**config.mk**
```make
export PLATFORM = sky130hd
export DESIGN_NAME = bqsp_ram
export DESIGN_NICKNAME = d
export VERILOG_FILES = /design/src/rtl/core/bqsp_ram.sv
export SDC_FILE = /design/constraint.sdc
export NUM_CORES = 1
export LEC_CHECK = 0
export BUFFER_PORTS_ARGS = -buffer_cell sky130_fd_sc_hd__buf_2
export CAP_MARGIN = 20
export CORE_ASPECT_RATIO = 1.1
export CORE_MARGIN = 5
export CORE_UTILIZATION = 40
export CTS_CLUSTER_DIAMETER = 30
export DETAILED_ROUTE_END_ITERATION = 6
export HOLD_SLACK_MARGIN = 0.12
export PLACE_DENSITY = 0.65
export SLEW_MARGIN = 10
export SYNTH_ARGS = -nofsm -noshare
export SYNTH_HDL_FRONTEND = slang
export SYNTH_SLANG_ARGS = --single-unit
```
**constraint.sdc**
```tcl
create_clock -name i_clk -period 0.95 [get_ports i_clk]
set_input_delay 0.1425 -clock i_clk [delete_from_list [all_inputs] [get_ports i_clk]]
set_output_delay 0.1425 -clock i_clk [all_outputs]
set_load 0.005 [all_outputs]
```
**src/rtl/core/bqsp_ram.sv**
```systemverilog
// Generic single-write, single-read synchronous RAM with registered read.
`timescale 1ns / 1ps
module bqsp_ram #(
    parameter int WIDTH = 8,
    parameter int DEPTH = 2,
    localparam int AW = (DEPTH > 1) ? $clog2(DEPTH) : 1
) (
    input  logic             i_clk,
    input  logic             i_we,
    input  logic [AW-1:0]    i_waddr,
    input  logic [WIDTH-1:0] i_wdata,
    input  logic [AW-1:0]    i_raddr,
    output logic [WIDTH-1:0] o_rdata
);

    logic [WIDTH-1:0] r_mem [DEPTH];
    logic [WIDTH-1:0] r_rdata;

    always_ff @(posedge i_clk) begin
        if (i_we) begin
            r_mem[i_waddr] <= i_wdata;
        end
        r_rdata <= r_mem[i_raddr];
    end

    assign o_rdata = r_rdata;

endmodule

```
==> metrics <==
Reg clk slew, reported paths=0.12 ns; Clock Path Buffers=2; Req. time, crit path=0.81 ns; max layer used=met3; final setup TNS=0 ns; count of final hold-check violations=0; min-delay worst type=in2reg; CP endpoint kind=primary output; TritonRoute pass-1 iters=2; via/cell ratio=3.98; worst vdd ir=1.15 mV; Vias=370; Cell Pwr Density=slightly below 2000 mW/mm2; critical-path cell with the highest stage delay=dfxtp_1; RSZ-0062 raised after global routing=no; Clock Skews=0.000859 ns; Power Total=2.07 mW; CP arrival=between 0.7 and 0.8 ns; vias in the first global route=380; Area growth syn-to-layout=32.9%; Post-Syn Instances=35; leakage power=0.429 nW; flop-to-flop setup slack=0.20 ns; internal power=about 1.7 mW; max_cap viols=0; post-CTS resize count=0; post-route ant nets=0; Post-synth EDFFs=16; CP Class=reg2out; Critical path buffers and inverters=1; fin crit share=0.917; layout cell share with drive strength beyond 1=0.485; Ports=20; top_reg_cell synth=edfxtp_1; Die W=~52 um; layout net count=79; initial DRC count=2; Setup Fix Bufs, Post-CTS=0; worst slew pin tran=0.356 ns; met3 WL=around 87 um; min Tclk post-route=0.871 ns; ANT cells=0; synth cell count leaders=16 x edfxtp_1, 8 x dfxtp_1, 8 x mux2_4; crit path max fanout=1; gr ovfl total=0; Ys Warns=0; Setup Viol. Count Final=0; Cell Chain, Critical Path=buf_2; H-tree levels=1; # DRC=0; DR WL met2=467 um; outcome=complete, no violations; CTS root buf=clkbuf_4; max-slew violation count=0; FFs w/ async S/R, synth=0; DRT Wirelength=937 um; Yosys cell types=6; CTS tree=yes; Worst path max stage delay=0.32 ns; startpoint types=flip-flop; Max Clock Freq=approximately 1.1 GHz; Starting Density=0.431; post-synthesis sequential area ratio=0.817; Sw Share=0.167; global-route wire length before repair=1.50 mm; IO Port Bufs=19; Avg Cell Area, Syn=around 22 um2; area share of the largest cell type after synthesis=0.612; Worst-Skew Late Latency=0.30 ns; antenna violations before repair=0; RePlAce Congestion=0.623; Cell Area, Synth=785 um2; top-count cell post-synth=edfxtp_1; CTS buffer count=3; aggregate global-route resource usage=0.0698; Seq pwr share=0.584; DIE HEIGHT=56.5 um; met1 WL=382 um; Worst slew margin=0.763; Area contributors post-synth=edfxtp_1 61%, dfxtp_1 20%, mux2_4 15%, buf_6 1.4%, and2_1 0.80%; FILL cells=around 130; area leader, netlist=edfxtp_1; Mapped Nets=between 40 and 50; WL per Instance=slightly above 10 um; # rows=16; synthesized flop and latch total=24; clk sinks=24; clock group share of total power=0.337; CORE AREA=0.00182 mm2; Psw=0.346 mW; largest net degree at the start of global routing=15; die area=0.00295 mm2; combinational share of power=0.079; CP delay by family, top=flip-flops
[worst paths after layout]
check / depth (start not counted) / from / endpoint
setup / recovery: 1 / o_rdata[3] / o_rdata[3]
hold / removal: 2 / i_raddr / o_rdata[3]
setup reg to reg: 1 / r_mem[0][4] / o_rdata[4]
hold reg to reg: 1 / r_mem[0][3] / o_rdata[3]
[power by group through the flow]
stage	logic [mW]	registers, mW	clock network, mW
final	0.163	1.21	0.700
after global routing	0.177	1.22	0.758
after CTS	0.166	1.21	0.716
after detailed placement	0.141	1.24	0
after global placement	0.140	1.24	0
after floorplan	0.0719	1.24	0
[routing by layer]
layer	vias up	global-route usage
met5	-	0
met4	0	0.0109
met3	0	0.0344
met2	17	0.124
met1	162	0.0746
li1	191	-
[through the flow]
step           hold slack (ns)  area (um2)  setup slack (ns)  utilization  std cells
2_1_floorplan            0.241         785            0.0141            -         35
3_3_place_gp             0.333         910            0.0564        0.499         81
3_5_place_dp             0.335         910            0.0311        0.499         81
4_1_cts                  0.266        1040            0.0630        0.572         93
5_1_grt                  0.260        1040            0.0243        0.572         93
6_report                 0.267        1040            0.0793        0.572         93
[logic make-up (layout without fill, tap and decap cells)]
kind of cell | count (synthesis) | in the layout | synth area share
simple gates | 2 | 2 | 0.0160
mux | 8 | 8 | 0.153
buf+inv | 1 | 32 | 0.0144
flops | 24 | 24 | 0.817
[layout make-up]
type,count,area (um2),share of cell area
well taps,27,33.8,0.0324
clock inverters,1,30.0,0.0288
repair buffers,28,183,0.175
flip-flops and latches,24,641,0.615
multi-input cells,10,133,0.127
clock buffers,3,22.5,0.0216
[sequential cells by signal, indices dropped and copies added (netlist names)]
register	count
r_mem	16
o_rdata	8
[placed cells by master, fill, tap and decap left out]
master	n
and2_1	1
buf_2	19
buf_4	1
bufinv_16	1
clkbuf_4	3
dfxtp_1	8
dlygate4sd3_1	8
edfxtp_1	16
mux2_4	8
nor2b_1	1
[what timing repair did]
action	4_1_cts	5_1_grt
setup endpoints to repair	0	0
endpoints found under the hold margin	16	0
hold buffers	8	0
(Power assumes the default switching activity.)
