==> src/rtl/core/bqsp_pkg.sv <==
// Shared types, codes and helpers for the bucket-queue shortest path block.
`timescale 1ns / 1ps
package bqsp_pkg;

    localparam int IDX_W  = 10;
    localparam int LEN_W  = 24;
    localparam int DIST_W = 32;

    localparam logic [DIST_W-1:0] DIST_SAT = '1;

    localparam int DEF_MAX_SEGMENTS = 1024;
    localparam int DEF_MAX_EDGES    = 4096;
    localparam int DEF_NUM_BINS     = 512;

    typedef enum logic [1:0] {
        ACT_LOAD_SEG  = 2'd0,
        ACT_LOAD_EDGE = 2'd1,
        ACT_RUN       = 2'd2,
        ACT_READ      = 2'd3
    } t_action;

    localparam logic RES_RUN  = 1'b0;
    localparam logic RES_READ = 1'b1;

    localparam logic REG_SOURCE = 1'b0;
    localparam logic REG_TARGET = 1'b1;

    typedef enum logic [4:0] {
        S_CLEAR,
        S_IDLE,
        S_READ,
        S_INIT,
        S_SRC_LEN,
        S_SRC_DIV,
        S_PUSH_RD,
        S_PUSH_WR,
        S_SCAN,
        S_SCAN_CHK,
        S_POP,
        S_HNODE,
        S_HSEG,
        S_EDGE,
        S_EDGE_RD,
        S_NNODE,
        S_NSEG,
        S_NDIV,
        S_TGT,
        S_PATH,
        S_PATH_CHK,
        S_SRC_RD,
        S_SRC_MARK,
        S_FINISH
    } t_state;

    function automatic logic [DIST_W-1:0] sat_add(input logic [DIST_W-1:0] a,
                                                  input logic [DIST_W-1:0] b);
        logic [DIST_W:0] s;
        s = {1'b0, a} + {1'b0, b};
        return s[DIST_W] ? DIST_SAT : s[DIST_W-1:0];
    endfunction

endpackage

==> src/rtl/core/bqsp_div.sv <==
// Bucket offset unit: round((NUM_BINS-1)*len/max), one quotient bit per cycle.
`timescale 1ns / 1ps
module bqsp_div #(
    parameter int NUM_BINS = bqsp_pkg::DEF_NUM_BINS,
    localparam int BW = $clog2(NUM_BINS)
) (
    input  logic                      i_clk,
    input  logic                      i_rst_n,
    input  logic                      i_start,
    input  logic [bqsp_pkg::LEN_W-1:0] i_len,
    input  logic [bqsp_pkg::LEN_W-1:0] i_max,
    output logic                      o_done,
    output logic [BW-1:0]             o_quot
);
    import bqsp_pkg::*;

    localparam int RW = LEN_W + BW + 2;
    localparam int CW = $clog2(BW + 1);

    logic          r_busy, n_busy;
    logic          r_done, n_done;
    logic [CW-1:0] r_cnt, n_cnt;
    logic [RW-1:0] r_rem, n_rem;
    logic [RW-1:0] r_den, n_den;
    logic [BW-1:0] r_quot, n_quot;
    logic          w_bit;

    assign w_bit = (r_rem >= r_den);

    always_comb begin
        n_busy = r_busy;
        n_done = 1'b0;
        n_cnt  = r_cnt;
        n_rem  = r_rem;
        n_den  = r_den;
        n_quot = r_quot;
        if (i_start) begin
            n_quot = '0;
            if (i_max == '0) begin
                n_busy = 1'b0;
                n_done = 1'b1;
            end else begin
                // numerator 2*(N-1)*len + max, divisor 2*max aligned to the top bit
                n_rem  = RW'(i_len) * RW'(2 * (NUM_BINS - 1)) + RW'(i_max);
                n_den  = RW'(i_max) << BW;
                n_cnt  = CW'(BW);
                n_busy = 1'b1;
            end
        end else if (r_busy) begin
            if (w_bit) begin
                n_rem = r_rem - r_den;
            end
            n_quot = BW'({r_quot, w_bit});
            n_den  = r_den >> 1;
            n_cnt  = r_cnt - CW'(1);
            if (r_cnt == CW'(1)) begin
                n_busy = 1'b0;
                n_done = 1'b1;
            end
        end
    end

    always_ff @(posedge i_clk) begin
        if (!i_rst_n) begin
            r_busy <= 1'b0;
            r_done <= 1'b0;
        end else begin
            r_busy <= n_busy;
            r_done <= n_done;
        end
        r_cnt  <= n_cnt;
        r_rem  <= n_rem;
        r_den  <= n_den;
        r_quot <= n_quot;
    end

    assign o_done = r_done;
    assign o_quot = r_quot;

endmodule

==> config.mk <==
export PLATFORM = sky130hd
export DESIGN_NAME = bqsp_div
export DESIGN_NICKNAME = d
export VERILOG_FILES = /design/src/rtl/core/bqsp_pkg.sv /design/src/rtl/core/bqsp_div.sv
export SDC_FILE = /design/constraint.sdc
export NUM_CORES = 1
export LEC_CHECK = 0
export ABC_AREA = 1
export BUFFER_PORTS_ARGS = -buffer_cell sky130_fd_sc_hd__buf_4
export CORE_UTILIZATION = 55
export DETAILED_ROUTE_END_ITERATION = 12
export PLACE_DENSITY = 0.84
export SYNTH_ARGS = -nofsm -noshare
export SYNTH_HDL_FRONTEND = slang
export SYNTH_SLANG_ARGS = --single-unit
==> constraint.sdc <==
create_clock -name i_clk -period 5.79 [get_ports i_clk]
set_input_delay 0.579 -clock i_clk [delete_from_list [all_inputs] [get_ports i_clk]]
set_output_delay 0.579 -clock i_clk [all_outputs]
set_load 0.01 [all_outputs]
==> run summary <==
The run finished, with violations left. The final reports fail on negative setup slack. The clock edge transition at the registers on the reported setup and hold paths was 0.07 ns; the total of warnings raised by yosys was 0. The die covers 22600 sq um.

The tools report the initial core utilization as 0.569. The tools report the setup slack of the worst register-to-register path as 2.57 ns. For the via count of the first global-routing pass, the log shows 11.6k. The total overflow left after global routing is 0. In this design, the largest share of critical-path delay is due to adder cells. The placeable core region is 21300 sq um, and the relative max-transition margin is 0.168. The number of ports placed on the die boundary is 61.

The classification of the worst setup path is in -> reg. In this run, synthesis produced a sequential element count of 83. In this run the clock root is driven by a sky130_fd_sc_hd__clkbuf_16. The worst setup path is launched from an input port. The largest buffer count on any clock path was 2. Final number of setup-violating endpoints: 1. The launch point of the worst reg-to-reg path was r_den[1]$_SDFFCE_PP0P_. The fraction of registers with async set/reset was 0; the DRC violation total after the first TritonRoute iteration was 840. For the final routed database, the setup TNS stands at -0.00281 ns.

The path with the worst hold slack has its endpoint at o_done$_SDFF_PN0_. The area overhead of the layout relative to synthesis works out to 25.1%. The all-layer global routing usage is 0.317, and the distinct cell type count after synthesis is 50. The run gives 0 as the count of maximum capacitance violations.

The largest individual stage delay along the critical path comes from the cell sky130_fd_sc_hd__fa_2. The die height is 150 um. TritonCTS built the clock tree. The worst min-delay path startpoint was i_rst_n. The number of buffers and inverters on the critical path is 8. The tools report the endpoint class of the critical path as a flop. The die width is 150 um, and the sequential share of the synthesized area is 0.197. The tools report the endpoint of the lowest-slack register-to-register path as r_rem[16]$_DFFE_PP_. The largest fanout on the critical path works out to 6.

In the synthesized netlist, the cells that appear most often are sky130_fd_sc_hd__inv_1 (345), sky130_fd_sc_hd__nand2_1 (314), sky130_fd_sc_hd__nor2_1 (134). The arrival time of data at the critical path endpoint is 5.89 ns, and the worst clock skew is 0.0138 ns. For the sum of routed wire length over all layers, the log shows 38.2 mm. For this run, the leading register cell type out of synthesis is sky130_fd_sc_hd__edfxtp_1.

The detailed router placed 12.0k vias in this run. The time the final worst path needs with I/O delays and setup was 5.79 ns; the final period utilization was 1.00. The worst-case setup margin in the final layout was -0.00281 ns. The number of clock buffers added by TritonCTS is 9. The number of I/O port buffers was 60. The first TritonRoute pass finished after 5 iterations.

In this run the core area contains 53 standard-cell rows. The global-route wire length before repair is 55.3 mm. The run gives 0 as the antenna diode count. The average instance in the mapped netlist occupies 7.46 sq um. The max-slew violation total from the final report was 0. The largest stage delay on the critical path is 0.59 ns.

The leading cell type by number of instances after synthesis was sky130_fd_sc_hd__inv_1. The tightest min-delay check is of the in -> reg type. The share of post-route cells with drive strength above 1 was 0.235. The final estimated routing congestion in global placement came out at 0.957.

For the number of hold buffers added after cts, the log shows 0. The run gives -0.542 ns as the minimum setup slack after placement. Counting instances, the worst hold path has a depth of 2.

The run gives 28.8 mm as the placed wire-length estimate. The proportion of netlist area held by the largest area contributor is 0.187, and the number of vias per cell after detailed routing is 5.64. The logs give 0 for the number of DRC violations after detailed routing and 0.443 ns for the hold slack. The run gives 1897 as the net count after synthesis.

Remaining antenna violation count after routing: 0. By area the synthesized netlist is led by sky130_fd_sc_hd__fa_1 (19%), sky130_fd_sc_hd__edfxtp_1 (18%), sky130_fd_sc_hd__ha_1 (11%), sky130_fd_sc_hd__inv_1 (11%), sky130_fd_sc_hd__nand2_1 (9.7%). For the required time of the critical path, the log shows 5.89 ns. The transition time at the pin with the least slew margin was 1.24 ns; the pin count of the biggest net entering global routing was 56.

The synthesized design contains 72 enable-type register cells. The synthesized design spends more area on one cell type than any other, namely sky130_fd_sc_hd__fa_1. The worst reg2reg path depth was 15; the CTS sink count was 83.

CTS built an H-tree with a depth of 3. The cell area that synthesis handed to floorplanning was 12100 sq um. Based on the critical path, the design can be clocked at up to 173 MHz.

The clock reaches the later pin of the worst-skew pair after 0.35 ns. The initial antenna violation count came out at 0. Synthesis produced a netlist whose cell count is 1622. The final routed wire length divided by cell count is 17.9 um, and the net count reported at finish is 2125. The tools report the final hold violation count as 0.
==> cells in the final DEF, fill, tap and decap left out, types with 15 or more instances in the layout <==
cell | Yosys | routed
sky130_fd_sc_hd__ha_4 | 0 | 15
sky130_fd_sc_hd__xor2_1 | 21 | 17
sky130_fd_sc_hd__buf_4 | 0 | 225
sky130_fd_sc_hd__fa_1 | 113 | 103
sky130_fd_sc_hd__nand2_2 | 16 | 35
sky130_fd_sc_hd__a21oi_1 | 121 | 104
sky130_fd_sc_hd__inv_1 | 345 | 325
sky130_fd_sc_hd__o21ai_0 | 104 | 99
sky130_fd_sc_hd__nand2_1 | 314 | 286
sky130_fd_sc_hd__nand4_1 | 21 | 21
sky130_fd_sc_hd__nand3_1 | 59 | 52
sky130_fd_sc_hd__nor2_1 | 134 | 123
sky130_fd_sc_hd__a21o_1 | 18 | 18
sky130_fd_sc_hd__a21oi_2 | 4 | 18
sky130_fd_sc_hd__ha_1 | 111 | 94
sky130_fd_sc_hd__edfxtp_1 | 72 | 72
sky130_fd_sc_hd__inv_2 | 7 | 27
==> registers in the layout, summed over array words and instances (netlist names) <==
name    flops
o_done      1
o_quot      9
r_busy      1
r_cnt       4
r_den      33
r_rem      35
==> routing by layer <==
metal  share of wire  GRT usage
met1            0.38      0.367
met2            0.50      0.572
met3           0.054     0.0267
met4           0.071      0.179
met5               0          0
==> through the flow <==
step | utilization | area [sq um] | instances
final | 0.712 | 15100 | 2130
after global routing | 0.712 | 15100 | 2130
after CTS | 0.675 | 14400 | 2111
after detailed placement | 0.658 | 14000 | 2095
after global placement | 0.658 | 14000 | 2095
after floorplan | - | 12100 | 1622
==> worst max path at each step <==
stage                          end  slack, ns      start  depth (start not counted)
3_5_place_dp   r_rem[30]$_DFFE_PP_      -0.54   i_len[6]                         26
2_1_floorplan  r_rem[30]$_DFFE_PP_       0.09   i_len[6]                         28
3_3_place_gp   r_rem[30]$_DFFE_PP_      -0.40   i_len[6]                         26
4_1_cts        r_rem[31]$_DFFE_PP_      0.003   i_len[6]                         27
5_1_grt        r_rem[28]$_DFFE_PP_      -0.27   i_len[9]                         28
6_report       r_rem[30]$_DFFE_PP_     -0.003  i_len[11]                         29
==> what timing repair did <==
item	4_1_cts	5_1_grt
gates resized for setup	11	154
pin swaps	2	89
cloned	0	0
setup buffers	0	19
endpoints found under the setup margin	12	18
==> cell type report <==
| cell class | instances | area [sq um] |
|---|---|---|
| clock buffers | 11 | 275 |
| clock inverters | 5 | 45.0 |
| fillers | 1628 | 6140 |
| inverters | 355 | 1330 |
| multi-input cells | 1168 | 8990 |
| flip-flops and latches | 83 | 2380 |
| well taps | 275 | 344 |
| repair buffers | 233 | 1780 |
==> kinds of logic after synthesis <==
group / Yosys count / synth area share
simple gates: 607 / 0.222
buf+inv: 371 / 0.115
compound gates: 300 / 0.138
fa+ha+maj: 224 / 0.302
flops: 83 / 0.197
xor+xnor: 37 / 0.0268
Power is not shown: default switching activity piles up to over one toggle a cycle in this logic, so the estimate is an artifact.
